--- src/hdl/bbrt_pkg.sv ---
// ----------------------------------------------------------------------------
// bbrt_pkg: shared types and constants for the box transform
// Word formats, register codes, reset values and the per-axis arithmetic.
// ----------------------------------------------------------------------------
package bbrt_pkg;

    localparam int ROT_FRAC_BITS = 14;
    localparam int COORD_W       = 32;
    localparam int ENTRY_W       = 16;
    localparam int ROW_W         = 3 * ENTRY_W;
    localparam int PROD_W        = ENTRY_W + COORD_W;
    localparam int SUM_W         = PROD_W + 2;
    localparam int QUO_W         = SUM_W - ROT_FRAC_BITS;
    localparam int ADJ_W         = QUO_W + 1;
    localparam int AXES          = 3;
    localparam int ADDR_W        = 6;
    localparam int DATA_W        = 64;
    localparam int IDX_LSB       = 3;

    typedef enum logic [2:0] {
        REG_ROT_X = 3'd0,
        REG_ROT_Y = 3'd1,
        REG_ROT_Z = 3'd2,
        REG_LOC_X = 3'd3,
        REG_LOC_Y = 3'd4,
        REG_LOC_Z = 3'd5
    } t_reg_idx;

    localparam logic [ROW_W-1:0] ROT_X_RST = 48'h0000_0000_4000;
    localparam logic [ROW_W-1:0] ROT_Y_RST = 48'h0000_4000_0000;
    localparam logic [ROW_W-1:0] ROT_Z_RST = 48'h4000_0000_0000;

    typedef logic signed [COORD_W-1:0] t_coord;

    typedef struct packed {
        t_coord lo_x;
        t_coord lo_y;
        t_coord lo_z;
        t_coord hi_x;
        t_coord hi_y;
        t_coord hi_z;
    } t_box_in;

    typedef struct packed {
        t_coord out_lo_x;
        t_coord out_lo_y;
        t_coord out_lo_z;
        t_coord out_hi_x;
        t_coord out_hi_y;
        t_coord out_hi_z;
        logic   was_empty;
    } t_box_out;

    // rot[r] is the row for output axis r, loc[r] the offset along it
    typedef struct packed {
        logic [AXES-1:0][ROW_W-1:0]   rot;
        logic [AXES-1:0][COORD_W-1:0] loc;
    } t_cfg;

    // [r][c]: matrix entry (r,c) times column c of the low / high corner
    typedef struct packed {
        logic [AXES-1:0][AXES-1:0][PROD_W-1:0] plo;
        logic [AXES-1:0][AXES-1:0][PROD_W-1:0] phi;
        t_box_in                               box;
        logic                                  empty;
    } t_prod;

    // [r][c]: smaller and larger of the two products per term
    typedef struct packed {
        logic [AXES-1:0][AXES-1:0][PROD_W-1:0] mn;
        logic [AXES-1:0][AXES-1:0][PROD_W-1:0] mx;
        t_box_in                               box;
        logic                                  empty;
    } t_ext;

    function automatic logic signed [PROD_W-1:0] mul_entry(
        input logic signed [ENTRY_W-1:0] m,
        input logic signed [COORD_W-1:0] p
    );
        logic signed [PROD_W-1:0] a;
        logic signed [PROD_W-1:0] b;
        a = PROD_W'(m);
        b = PROD_W'(p);
        return PROD_W'(a * b);
    endfunction

    // sum three terms, round half up, add offset, saturate to 32 bits
    function automatic t_coord axis_map(
        input logic [AXES-1:0][PROD_W-1:0] v,
        input logic [COORD_W-1:0]          loc
    );
        logic signed [SUM_W-1:0] acc;
        logic signed [QUO_W-1:0] quo;
        logic signed [ADJ_W-1:0] adj;
        t_coord                  res;
        acc = SUM_W'($signed(v[0])) + SUM_W'($signed(v[1])) + SUM_W'($signed(v[2]))
            + SUM_W'(2 ** (ROT_FRAC_BITS - 1));
        quo = QUO_W'(acc >>> ROT_FRAC_BITS);
        adj = ADJ_W'(quo) + ADJ_W'($signed(loc));
        if (adj[ADJ_W-1:COORD_W-1] != {(ADJ_W-COORD_W+1){adj[ADJ_W-1]}}) begin
            res = adj[ADJ_W-1] ? t_coord'({1'b1, {(COORD_W-1){1'b0}}})
                               : t_coord'({1'b0, {(COORD_W-1){1'b1}}});
        end else begin
            res = adj[COORD_W-1:0];
        end
        return res;
    endfunction

endpackage

--- src/hdl/bbrt_sum.sv ---
// ----------------------------------------------------------------------------
// bbrt_sum: result stage
// Sums the extremes per axis, rounds, adds the translation and saturates;
// empty boxes pass through. Holds the output word.
// ----------------------------------------------------------------------------
module bbrt_sum (
    input  logic               i_clk,
    input  logic               i_rst_n,
    input  logic               i_valid,
    output logic               o_ready,
    input  bbrt_pkg::t_ext     i_data,
    input  bbrt_pkg::t_cfg     i_cfg,
    output logic               o_valid,
    input  logic               i_ready,
    output bbrt_pkg::t_box_out o_data
);

    logic               r_valid;
    bbrt_pkg::t_box_out r_data;
    bbrt_pkg::t_box_out n_data;

    assign o_ready = !r_valid || i_ready;
    assign o_valid = r_valid;
    assign o_data  = r_data;

    always_comb begin
        if (i_data.empty) begin
            n_data.out_lo_x  = i_data.box.lo_x;
            n_data.out_lo_y  = i_data.box.lo_y;
            n_data.out_lo_z  = i_data.box.lo_z;
            n_data.out_hi_x  = i_data.box.hi_x;
            n_data.out_hi_y  = i_data.box.hi_y;
            n_data.out_hi_z  = i_data.box.hi_z;
            n_data.was_empty = 1'b1;
        end else begin
            // rounding and saturation are monotone, so extremes map to extremes
            n_data.out_lo_x  = bbrt_pkg::axis_map(i_data.mn[0], i_cfg.loc[0]);
            n_data.out_lo_y  = bbrt_pkg::axis_map(i_data.mn[1], i_cfg.loc[1]);
            n_data.out_lo_z  = bbrt_pkg::axis_map(i_data.mn[2], i_cfg.loc[2]);
            n_data.out_hi_x  = bbrt_pkg::axis_map(i_data.mx[0], i_cfg.loc[0]);
            n_data.out_hi_y  = bbrt_pkg::axis_map(i_data.mx[1], i_cfg.loc[1]);
            n_data.out_hi_z  = bbrt_pkg::axis_map(i_data.mx[2], i_cfg.loc[2]);
            n_data.was_empty = 1'b0;
        end
    end

    always_ff @(posedge i_clk) begin
        if (!i_rst_n) begin
            r_valid <= 1'b0;
        end else if (o_ready) begin
            r_valid <= i_valid;
        end
    end

    always_ff @(posedge i_clk) begin
        if (i_valid && o_ready) begin
            r_data <= n_data;
        end
    end

endmodule

--- config.mk ---
export PLATFORM = sky130hd
export DESIGN_NAME = bbrt_sum
export DESIGN_NICKNAME = d
export VERILOG_FILES = /design/src/hdl/bbrt_pkg.sv /design/src/hdl/bbrt_sum.sv
export SDC_FILE = /design/constraint.sdc
export NUM_CORES = 2
export LEC_CHECK = 0
export ABC_AREA = 1
export BUFFER_PORTS_ARGS = -buffer_cell sky130_fd_sc_hd__clkbuf_2
export CAP_MARGIN = 20
export CORE_AREA = 2 2 585 587
export DETAILED_ROUTE_END_ITERATION = 7
export DIE_AREA = 0 0 587 589
export PLACE_DENSITY = 0.35
export SETUP_SLACK_MARGIN = 0.02
export SLEW_MARGIN = 20
export SYNTH_ARGS = -nofsm -noshare
export SYNTH_HDL_FRONTEND = slang
export SYNTH_SLANG_ARGS = --single-unit
--- constraint.sdc ---
create_clock -name i_clk -period 11.6 [get_ports i_clk]
set_input_delay 1.16 -clock i_clk [delete_from_list [all_inputs] [get_ports i_clk]]
set_output_delay 1.16 -clock i_clk [all_outputs]
set_load 0.005 [all_outputs]
==> results.yml <==
run_status:
  outcome: "completed"
logic_synthesis:
  syn-num-nets: 11100
  yosys-top-cells-area: "ha_1, nand2_1, inv_1, edfxtp_1, fa_1"
  synth_top_area_cell: "ha_1"
  yosys_register_bits: 194
  synth_area_um2: 55000
  seq_area_frac_synth: 0.106
  ys_warn_count: 0
  synthArstFlopShare: 0
  synth_edf_count: 193
  synth_common_cells: "nand2_1, inv_1, ha_1"
  synth_most_common_cell: "nand2_1"
  syn_inst: 8736
  netlist.area_leader.share: 0.181
  synthDistinctLibCells: 55
  synth_flop_cell: "edfxtp_1"
  avgSynthCellArea_um2: 6.29
worst_setup_path:
  startpoint_type: "input port"
  cpPeakStageDelay_ns: 0.84
  crit_path_top_delay_cell: "nor4_2"
  crit_fanout: 31
  cp_num_buf_inv: 4
  crit_type: "in -> reg"
  critPathCaptureType: "flip-flop"
  crit_top_cell: "nand2_1"
  critPathTopFamily: "simple AND/OR/NAND/NOR gates"
  critPathRequiredTime_ns: 11.94
  worst_ep_arrival_time_ns: 7.98
global_routing:
  grt_usage: 0.176
  grt-ovfl-total: 0
  grt_pass1_vias: 62900
  grt_start_max_net_pins: 100
  antenna_found_initial: 87
  grt_pass1_wl_um: 440000
clocking:
  clock_latency_ns: 0.60
  htree_num_levels: 4
  hold_buffers: 0
  cts_sinks: 194
  cts_tree: "built"
  numCtsBuffers: 25
  cts.path.max_buffers: 3
  cts.clk_slew.worst_paths_ns: 0.09
  post_cts_resized: 0
  cts-root-buf: "clkbuf_16"
  cts_setup_buffers: 0
timing:
  max_freq_mhz: 131
  hold_violations: 0
  period_needed_ns: 7.63
  relSlewSlack: 0.371
  period_share: 0.658
  setup_tns_ns: 0
  slew_violations: 0
  worstMarginPinSlew_ns: 0.936
  rsz0062_at_grt: "false"
  finClkSkew_ns: 0.0215
  setup_viol: 0
  fin_hold_ws_ns: 0.597
job:
  max_cap_viol_count: 0
final_layout:
  nets: 12400
  stdcell_area_um2: 67900
  drive_gt1_frac: 0.147
  area_growth_pct: 23.6
  final_cells: 14600
  fillers: 40000
power_and_ir_drop:
  switching_share: 0.629
  ir_drop_uv: 125
  p_switching_mw: 9.47
  seqPwrFrac: 0.077
  p_leak_nw: 37.8
  power_frac_comb: 0.864
  power.density_nw_per_um2: 221
  clock_power_share: 0.059
  internal_power_mw: 5.57
route:
  viasPerCell: 4.10
  drtAntennaViolNets: 0
  drc: 0
  routedWlPerCell_um: 21.4
  firstDrtPassIters: 8
  wirelength_um: 313000
  drt_iter0_markers: 3625
  vias: 59900
place:
  gp_congestion: 0.947
  numPortBuffers: 1351
  hpwlAfterDp_um: 289000
  place_area_um2: 67100
  dp.cells: 14600
floorplanning:
  die_area_um2: 346000
  num_rows: 214
  die_w_um: 587
  start_util: 0.162
  die_h_um: 589
  core-area_um2: 339000
  boundaryPins: 1496
worst_hold_path:
  hold_class: "reg -> reg"
==> path summary, 6_finish.rpt <==
check | startpoint | endpoint | slack (ns) | cells past startpoint
max | i_data[201] | o_data[69] | 3.97 | 35
min | o_valid | o_valid | 0.60 | 2
max reg2reg | o_valid | o_data[153] | 8.59 | 4
min reg2reg | o_valid | o_valid | 0.60 | 2
==> flip-flops by register name, indices dropped and copies added, names as in the netlist <==
register	cells
o_data	193
o_valid	1
==> cells by family after synthesis <==
| group | count (synthesis) | share of synthesized area |
|---|---|---|
| and+or+nand+nor | 3859 | 0.285 |
| AOI/OAI and AO/OA | 1244 | 0.127 |
| buffers and inverters | 2001 | 0.140 |
| xor gates and xnor gates | 353 | 0.0562 |
| DFF | 194 | 0.106 |
| adders and majority gates | 1085 | 0.286 |
==> cell usage in the layout (no fill, tap or decap), types with 66 or more instances in the layout <==
cell type and instances:
fa_1 288, nor2_1 707, o21ai_0 272, inv_1 1887, nand3_1 416, clkbuf_2 1350
xor2_1 224, o21bai_1 66, a21oi_1 625, nand2_1 2477, xnor2_1 129, edfxtp_1 193
a31oi_1 123, nor3_1 82, ha_1 797
==> worst min-delay path: cells and delay by family, from the launching register on <==
kind               cells  cell delay (ns)
and+or+nand+nor        1             0.11
DFF                    1             0.36
AOI/OAI and AO/OA      1             0.08
==> power groups by stage <==
stage          Combinational, mW  Sequential (mW)  Clock [mW]
3_3_place_gp                13.2             1.17           0
6_report                    13.0             1.16       0.888
4_1_cts                     13.2             1.16       0.942
3_5_place_dp                13.1             1.18           0
2_1_floorplan               8.49             1.19           0
5_1_grt                     14.6             1.18       0.946
==> stage by stage <==
stage	setup slack, ns	util	power, mW
after floorplan	0.326	-	9.68
after global placement	3.06	0.198	14.4
after detailed placement	3.06	0.198	14.3
after CTS	3.70	0.200	15.3
after global routing	3.33	0.200	16.7
final	3.97	0.200	15.0
==> layout make-up <==
| type | count | area, um2 | share of cell area |
|---|---|---|---|
| inverter | 1904 | 7160 | 0.105 |
| timing repair buffer | 1375 | 6960 | 0.102 |
| clock buffer | 25 | 626 | 0.00921 |
| sequential | 194 | 5820 | 0.0856 |
| clock inverter | 8 | 169 | 0.00249 |
| multi-input combinational | 6541 | 41500 | 0.611 |
| tap | 4536 | 5680 | 0.0835 |
| antenna | 22 | 55.1 | 0.000810 |
==> metal layers <==
metal  part of all wire  GRT usage  up-vias
met5            0.00049          0        -
met2               0.48      0.306     1606
li1                   -          -    30200
met3              0.052     0.0288      222
met1               0.45      0.228    27800
met4              0.019     0.0337       26
No activity file was read; power rests on OpenSTA's default activity.
