--- src/hdl/bbrt_pkg.sv ---
// ----------------------------------------------------------------------------
// bbrt_pkg: shared types and constants for the box transform
// Word formats, register codes, reset values and the per-axis arithmetic.
// ----------------------------------------------------------------------------
package bbrt_pkg;

    localparam int ROT_FRAC_BITS = 14;
    localparam int COORD_W       = 32;
    localparam int ENTRY_W       = 16;
    localparam int ROW_W         = 3 * ENTRY_W;
    localparam int PROD_W        = ENTRY_W + COORD_W;
    localparam int SUM_W         = PROD_W + 2;
    localparam int QUO_W         = SUM_W - ROT_FRAC_BITS;
    localparam int ADJ_W         = QUO_W + 1;
    localparam int AXES          = 3;
    localparam int ADDR_W        = 6;
    localparam int DATA_W        = 64;
    localparam int IDX_LSB       = 3;

    typedef enum logic [2:0] {
        REG_ROT_X = 3'd0,
        REG_ROT_Y = 3'd1,
        REG_ROT_Z = 3'd2,
        REG_LOC_X = 3'd3,
        REG_LOC_Y = 3'd4,
        REG_LOC_Z = 3'd5
    } t_reg_idx;

    localparam logic [ROW_W-1:0] ROT_X_RST = 48'h0000_0000_4000;
    localparam logic [ROW_W-1:0] ROT_Y_RST = 48'h0000_4000_0000;
    localparam logic [ROW_W-1:0] ROT_Z_RST = 48'h4000_0000_0000;

    typedef logic signed [COORD_W-1:0] t_coord;

    typedef struct packed {
        t_coord lo_x;
        t_coord lo_y;
        t_coord lo_z;
        t_coord hi_x;
        t_coord hi_y;
        t_coord hi_z;
    } t_box_in;

    typedef struct packed {
        t_coord out_lo_x;
        t_coord out_lo_y;
        t_coord out_lo_z;
        t_coord out_hi_x;
        t_coord out_hi_y;
        t_coord out_hi_z;
        logic   was_empty;
    } t_box_out;

    // rot[r] is the row for output axis r, loc[r] the offset along it
    typedef struct packed {
        logic [AXES-1:0][ROW_W-1:0]   rot;
        logic [AXES-1:0][COORD_W-1:0] loc;
    } t_cfg;

    // [r][c]: matrix entry (r,c) times column c of the low / high corner
    typedef struct packed {
        logic [AXES-1:0][AXES-1:0][PROD_W-1:0] plo;
        logic [AXES-1:0][AXES-1:0][PROD_W-1:0] phi;
        t_box_in                               box;
        logic                                  empty;
    } t_prod;

    // [r][c]: smaller and larger of the two products per term
    typedef struct packed {
        logic [AXES-1:0][AXES-1:0][PROD_W-1:0] mn;
        logic [AXES-1:0][AXES-1:0][PROD_W-1:0] mx;
        t_box_in                               box;
        logic                                  empty;
    } t_ext;

    function automatic logic signed [PROD_W-1:0] mul_entry(
        input logic signed [ENTRY_W-1:0] m,
        input logic signed [COORD_W-1:0] p
    );
        logic signed [PROD_W-1:0] a;
        logic signed [PROD_W-1:0] b;
        a = PROD_W'(m);
        b = PROD_W'(p);
        return PROD_W'(a * b);
    endfunction

    // sum three terms, round half up, add offset, saturate to 32 bits
    function automatic t_coord axis_map(
        input logic [AXES-1:0][PROD_W-1:0] v,
        input logic [COORD_W-1:0]          loc
    );
        logic signed [SUM_W-1:0] acc;
        logic signed [QUO_W-1:0] quo;
        logic signed [ADJ_W-1:0] adj;
        t_coord                  res;
        acc = SUM_W'($signed(v[0])) + SUM_W'($signed(v[1])) + SUM_W'($signed(v[2]))
            + SUM_W'(2 ** (ROT_FRAC_BITS - 1));
        quo = QUO_W'(acc >>> ROT_FRAC_BITS);
        adj = ADJ_W'(quo) + ADJ_W'($signed(loc));
        if (adj[ADJ_W-1:COORD_W-1] != {(ADJ_W-COORD_W+1){adj[ADJ_W-1]}}) begin
            res = adj[ADJ_W-1] ? t_coord'({1'b1, {(COORD_W-1){1'b0}}})
                               : t_coord'({1'b0, {(COORD_W-1){1'b1}}});
        end else begin
            res = adj[COORD_W-1:0];
        end
        return res;
    endfunction

endpackage

--- src/hdl/bbrt_cfg.sv ---
// ----------------------------------------------------------------------------
// bbrt_cfg: configuration registers
// APB-style slave holding the three matrix rows and the translation.
// ----------------------------------------------------------------------------
module bbrt_cfg (
    input  logic                           i_clk,
    input  logic                           i_rst_n,
    input  logic                           psel,
    input  logic                           penable,
    input  logic                           pwrite,
    input  logic [bbrt_pkg::ADDR_W-1:0]    paddr,
    input  logic [bbrt_pkg::DATA_W-1:0]    pwdata,
    output logic [bbrt_pkg::DATA_W-1:0]    prdata,
    output logic                           pready,
    output bbrt_pkg::t_cfg                 o_cfg
);

    bbrt_pkg::t_cfg     r_cfg;
    bbrt_pkg::t_reg_idx idx;
    logic               wr_en;

    assign idx    = bbrt_pkg::t_reg_idx'(paddr[bbrt_pkg::ADDR_W-1:bbrt_pkg::IDX_LSB]);
    assign wr_en  = psel && penable && pwrite;
    assign pready = 1'b1;
    assign o_cfg  = r_cfg;

    always_ff @(posedge i_clk) begin
        if (!i_rst_n) begin
            r_cfg.rot[0] <= bbrt_pkg::ROT_X_RST;
            r_cfg.rot[1] <= bbrt_pkg::ROT_Y_RST;
            r_cfg.rot[2] <= bbrt_pkg::ROT_Z_RST;
            r_cfg.loc    <= '0;
        end else if (wr_en) begin
            case (idx)
                bbrt_pkg::REG_ROT_X: r_cfg.rot[0] <= pwdata[bbrt_pkg::ROW_W-1:0];
                bbrt_pkg::REG_ROT_Y: r_cfg.rot[1] <= pwdata[bbrt_pkg::ROW_W-1:0];
                bbrt_pkg::REG_ROT_Z: r_cfg.rot[2] <= pwdata[bbrt_pkg::ROW_W-1:0];
                bbrt_pkg::REG_LOC_X: r_cfg.loc[0] <= pwdata[bbrt_pkg::COORD_W-1:0];
                bbrt_pkg::REG_LOC_Y: r_cfg.loc[1] <= pwdata[bbrt_pkg::COORD_W-1:0];
                bbrt_pkg::REG_LOC_Z: r_cfg.loc[2] <= pwdata[bbrt_pkg::COORD_W-1:0];
                default: ;
            endcase
        end
    end

    always_comb begin
        case (idx)
            bbrt_pkg::REG_ROT_X: prdata = bbrt_pkg::DATA_W'(r_cfg.rot[0]);
            bbrt_pkg::REG_ROT_Y: prdata = bbrt_pkg::DATA_W'(r_cfg.rot[1]);
            bbrt_pkg::REG_ROT_Z: prdata = bbrt_pkg::DATA_W'(r_cfg.rot[2]);
            bbrt_pkg::REG_LOC_X: prdata = bbrt_pkg::DATA_W'(r_cfg.loc[0]);
            bbrt_pkg::REG_LOC_Y: prdata = bbrt_pkg::DATA_W'(r_cfg.loc[1]);
            bbrt_pkg::REG_LOC_Z: prdata = bbrt_pkg::DATA_W'(r_cfg.loc[2]);
            default:             prdata = '0;
        endcase
    end

endmodule

--- config.mk ---
export PLATFORM = sky130hd
export DESIGN_NAME = bbrt_cfg
export DESIGN_NICKNAME = d
export VERILOG_FILES = /design/src/hdl/bbrt_pkg.sv /design/src/hdl/bbrt_cfg.sv
export SDC_FILE = /design/constraint.sdc
export NUM_CORES = 1
export LEC_CHECK = 0
export ABC_CLOCK_PERIOD_IN_PS = 1550
export BUFFER_PORTS_ARGS = -buffer_cell sky130_fd_sc_hd__buf_2
export CAP_MARGIN = 20
export CORE_MARGIN = 8
export CORE_UTILIZATION = 25
export CTS_CLUSTER_SIZE = 24
export DETAILED_ROUTE_END_ITERATION = 16
export GPL_TIMING_DRIVEN = 0
export PLACE_DENSITY = 0.42
export REMOVE_ABC_BUFFERS = 1
export SLEW_MARGIN = 20
export SYNTH_ARGS = -nofsm -noshare
export SYNTH_HDL_FRONTEND = slang
export SYNTH_SLANG_ARGS = --single-unit
--- constraint.sdc ---
create_clock -name i_clk -period 1.55 [get_ports i_clk]
set_clock_uncertainty 0.05 [all_clocks]
set_input_delay 0.2325 -clock i_clk [delete_from_list [all_inputs] [get_ports i_clk]]
set_output_delay 0.2325 -clock i_clk [all_outputs]
set_load 0.01 [all_outputs]
==> results <==
- The worst slack after detailed placement is -1.23 ns.
- The analysis attributes to cell leakage a power of ~6.7 nW.
- The CTS clock-pin slew for the worst setup and hold paths is 0.06 ns.
- The switching fraction of total power is approximately a quarter.
- The worst min-delay path class is in -> reg.
- The sink count of the clock tree is 240.
- The hold path depth is 3.
- The synthesized netlist contains 30 unique library cells.
- The y dimension of the die is 224 microns.
- The worst setup path is of the reg -> out kind.
- In this run the critical register-to-register path is captured at o_cfg[212].
- The aggregate routed wire length is ~44000 microns.
- In the post-route analysis, the smallest setup slack over all paths is -0.351 ns.
- The placed instance area is 13300 sq um.
- The total power consumption of the routed design is about 15 mW.
- The half-perimeter wire length of the detailed placement result is 29000 microns.
- The synthesized area per cell is a little under 10 sq um.
- The overall fraction of global-route tracks in use is around 17%.
- The number of buffers added on ports is between 300 and 400.
- The number of top-level pins is 380.
- TritonCTS built the clock tree.
- The number of nets with antenna violations after routing is 0.
- The first global-routing pass estimated about 65000 microns of wire.
- Using the TritonRoute via totals, the vias-per-cell ratio works out to about 4.6.
- Setup violations remaining at the end of the flow were counted as 48.
- In this run the power spent charging and discharging nets is 3.56 mW.
- Once the floorplan was initialized, standard cells occupied 25.2% of the core.
- The flip-flop and latch count after synthesis is 240.
- The cell area after synthesis is 10800 sq um.
- From left edge to right edge, the die measures 224 microns.
- The number of core rows is 76.
- The flip-flop cell with the highest count after synthesis is sky130_fd_sc_hd__dfxtp_1.
- The area of the die is ~50000 sq um.
- The transition time at the pin with the least slew margin is about 0.6 ns.
- The largest driver fanout on the critical path is 2.
- The count of final max-slew check failures was 0.
- The worst register-to-register path begins at o_cfg[212].
- After synthesis, the share of flip-flops with an asynchronous set or reset is 0%.
- In the synthesized netlist, the cells that appear most often are sky130_fd_sc_hd__nand2_1, sky130_fd_sc_hd__mux2i_1, sky130_fd_sc_hd__dfxtp_1, sky130_fd_sc_hd__mux2_2, sky130_fd_sc_hd__clkbuf_1.
- The final design instance area without fill is around 16000 sq um.
- The share of total power dissipated in sequential elements is 42.3%.
- Data arrives at the worst endpoint at between 1.5 and 2 ns.
- The number of standard cells in the layout, taps in and fillers out is 2067.
- The average wire per standard cell is 21.3 microns.
- The kind of end point of the critical path is a primary output.
- The type of element launching the critical path is a flip-flop.
- The sum of overflow across all layers after global routing is 0.
- The vias after detailed routing is 9594.
- The worst reg-to-reg setup slack is 0.79 ns.
- The depth of the worst register-to-register path is 3.
- In the finished design, the share of the clock period the worst path needs comes to 123%.
- Summed over all instances, the cell type with the most area after synthesis is sky130_fd_sc_hd__dfxtp_1.
- The tree is rooted in a sky130_fd_sc_hd__clkbuf_16.
- Of the post-synthesis cell area, the dominant cell type holds between 40% and 50%.
- The achievable frequency is about 0.53 GHz.
- The shortest period the worst path allows is 1.90 ns.
- The start point of the critical path is o_cfg[3].
- The number of max-cap violations is 0.
- The via count of the first global-routing pass is 9870.
- The utilization after layout is 36.3%.
- The number of cells after detailed placement is approximately 1900.
- The clock passes through at most 3 buffers.
- The largest net degree at the start of global routing is 122.
- By area the synthesized netlist is led by sky130_fd_sc_hd__dfxtp_1, sky130_fd_sc_hd__mux2i_1, sky130_fd_sc_hd__nand2_1.
- The final setup TNS is -11.60 ns.
- The worst endpoint required time is ~1.3 ns.
- Across the VDD grid, the largest voltage drop is 0.677 mV.
- The post-route worst hold slack is 0.0298 ns.
- The run finished, with violations left.
- The detailed router's first-iteration violation count is between 400 and 500.
- The net count of the finished layout is about 1600.
- In the routed design, unresolved DRC markers number 0.
- The register with the most flip-flops in the layout has 240 of them.
- The clock group share of total power is between 40% and 50%.
- The number of antenna violations at the first check in global routing is 0.
- The diode insertion count for antenna repair is 0.
- The number of synthesized flops with an enable pin is 0.
- The cell count after synthesis came out at roughly 1100.
- At the end of routability-driven placement, the weighted congestion stood at 0.748.
- The internal power consumption is approximately 11 mW.
- The insertion delay of the later-clocked pin in the worst-skew pair is between 0.5 and 0.6 ns.
- The capturing element of the worst setup path is prdata[3].
- The share of layout cells above drive strength 1 is roughly 43%.
- In this run the number of H-tree levels came out at 1.
- The first TritonRoute pass finished after 5 iterations.
- Setup repair after global routing could not meet its margin everywhere.
- The checks that failed: setup timing.
- The combinational power share is just under 8%.
- For this run, the register share of the synthesized area comes to between 40% and 50%.
- The final count of hold timing violations is 0.
- During synthesis, Yosys emitted a total of 0 warnings.
- The number of buffers added by the clock tree synthesis step is 30.
- Dividing total power by cell area gives a power density of around 950 nW/um^2.
- The placeable core region is approximately 43000 sq um.
- The leading cell type by number of instances after synthesis is sky130_fd_sc_hd__nand2_1.
- Compared with the post-synthesis result, the final layout area differs by 43.9%.
- The worst pin sits at a relative slew slack of between 60% and 70%.
worst min path at each step:
stage | start | to
2_1_floorplan | i_rst_n | o_cfg[238]
3_3_place_gp | o_cfg[82] | o_cfg[82]
3_5_place_dp | o_cfg[68] | o_cfg[68]
4_1_cts | pwdata[10] | o_cfg[154]
5_1_grt | i_rst_n | o_cfg[99]
6_report | pwdata[10] | o_cfg[154]
cell families after synthesis:
kind of cell,Yosys count,share of synthesized area [%]
flip-flops,240,44.5
other,2,0.0696
multiplexers,319,30.5
AO/OA/AOI/OAI,110,7.38
AND/OR/NAND/NOR,327,12.1
buffers and inverters,108,5.36
per-layer routing:
metal / global-route usage (%) / share of wire, % / vias to the layer above
met1: 22.1 / 46 / 4653
met3: 4.08 / 6.9 / 39
li1: - / - / 4593
met5: 0 / 0 / -
met4: 3.08 / 1.2 / 0
met2: 27.2 / 46 / 309
power by group through the flow:
stage	Clock (mW)	Combinational [mW]	Sequential (mW)
2_1_floorplan	0	0.336	6.40
3_3_place_gp	0	0.915	6.39
3_5_place_dp	0	0.966	6.39
4_1_cts	7.57	1.15	6.25
5_1_grt	7.86	1.24	6.25
6_report	7.37	1.16	6.25
what timing repair did:
action | 4_1_cts | 5_1_grt
setup endpoints to repair | 222 | 53
resized for setup | 119 | 33
cloned | 4 | 1
setup buffers | 47 | 10
hold buffers | 18 | 0
pin swaps | 26 | 9
endpoints found under the hold margin | 55 | 0
cells in the final DEF, fill, tap and decap left out, drive strengths merged, types with 9 or more instances in the layout:
master,count
nor2,22
mux2i,257
a32oi,17
dlygate4sd3,18
conb,17
a2bb2oi,16
dfxtp,240
clkbuf,44
o21ai,25
nor2b,10
a22oi,35
clkinv,9
buf,428
mux2,60
nand2,287
critical path: stages, from the launching register on:
cell and delay [ns]:
sky130_fd_sc_hd__dfxtp_2 0.32, sky130_fd_sc_hd__mux4_2 0.47, sky130_fd_sc_hd__nand2_2 0.07, sky130_fd_sc_hd__o21ai_2 0.05, sky130_fd_sc_hd__buf_2 0.16
area by class of cell:
| class | count | area (sq um) |
|---|---|---|
| clock buffers | 43 | 911 |
| clock inverters | 13 | 149 |
| fillers | 4322 | 27300 |
| inverters | 2 | 20.0 |
| multi-input cells | 773 | 5700 |
| flip-flops and latches | 240 | 4900 |
| well taps | 546 | 683 |
| repair buffers | 450 | 3150 |
Power figures use the tool's default switching activity.
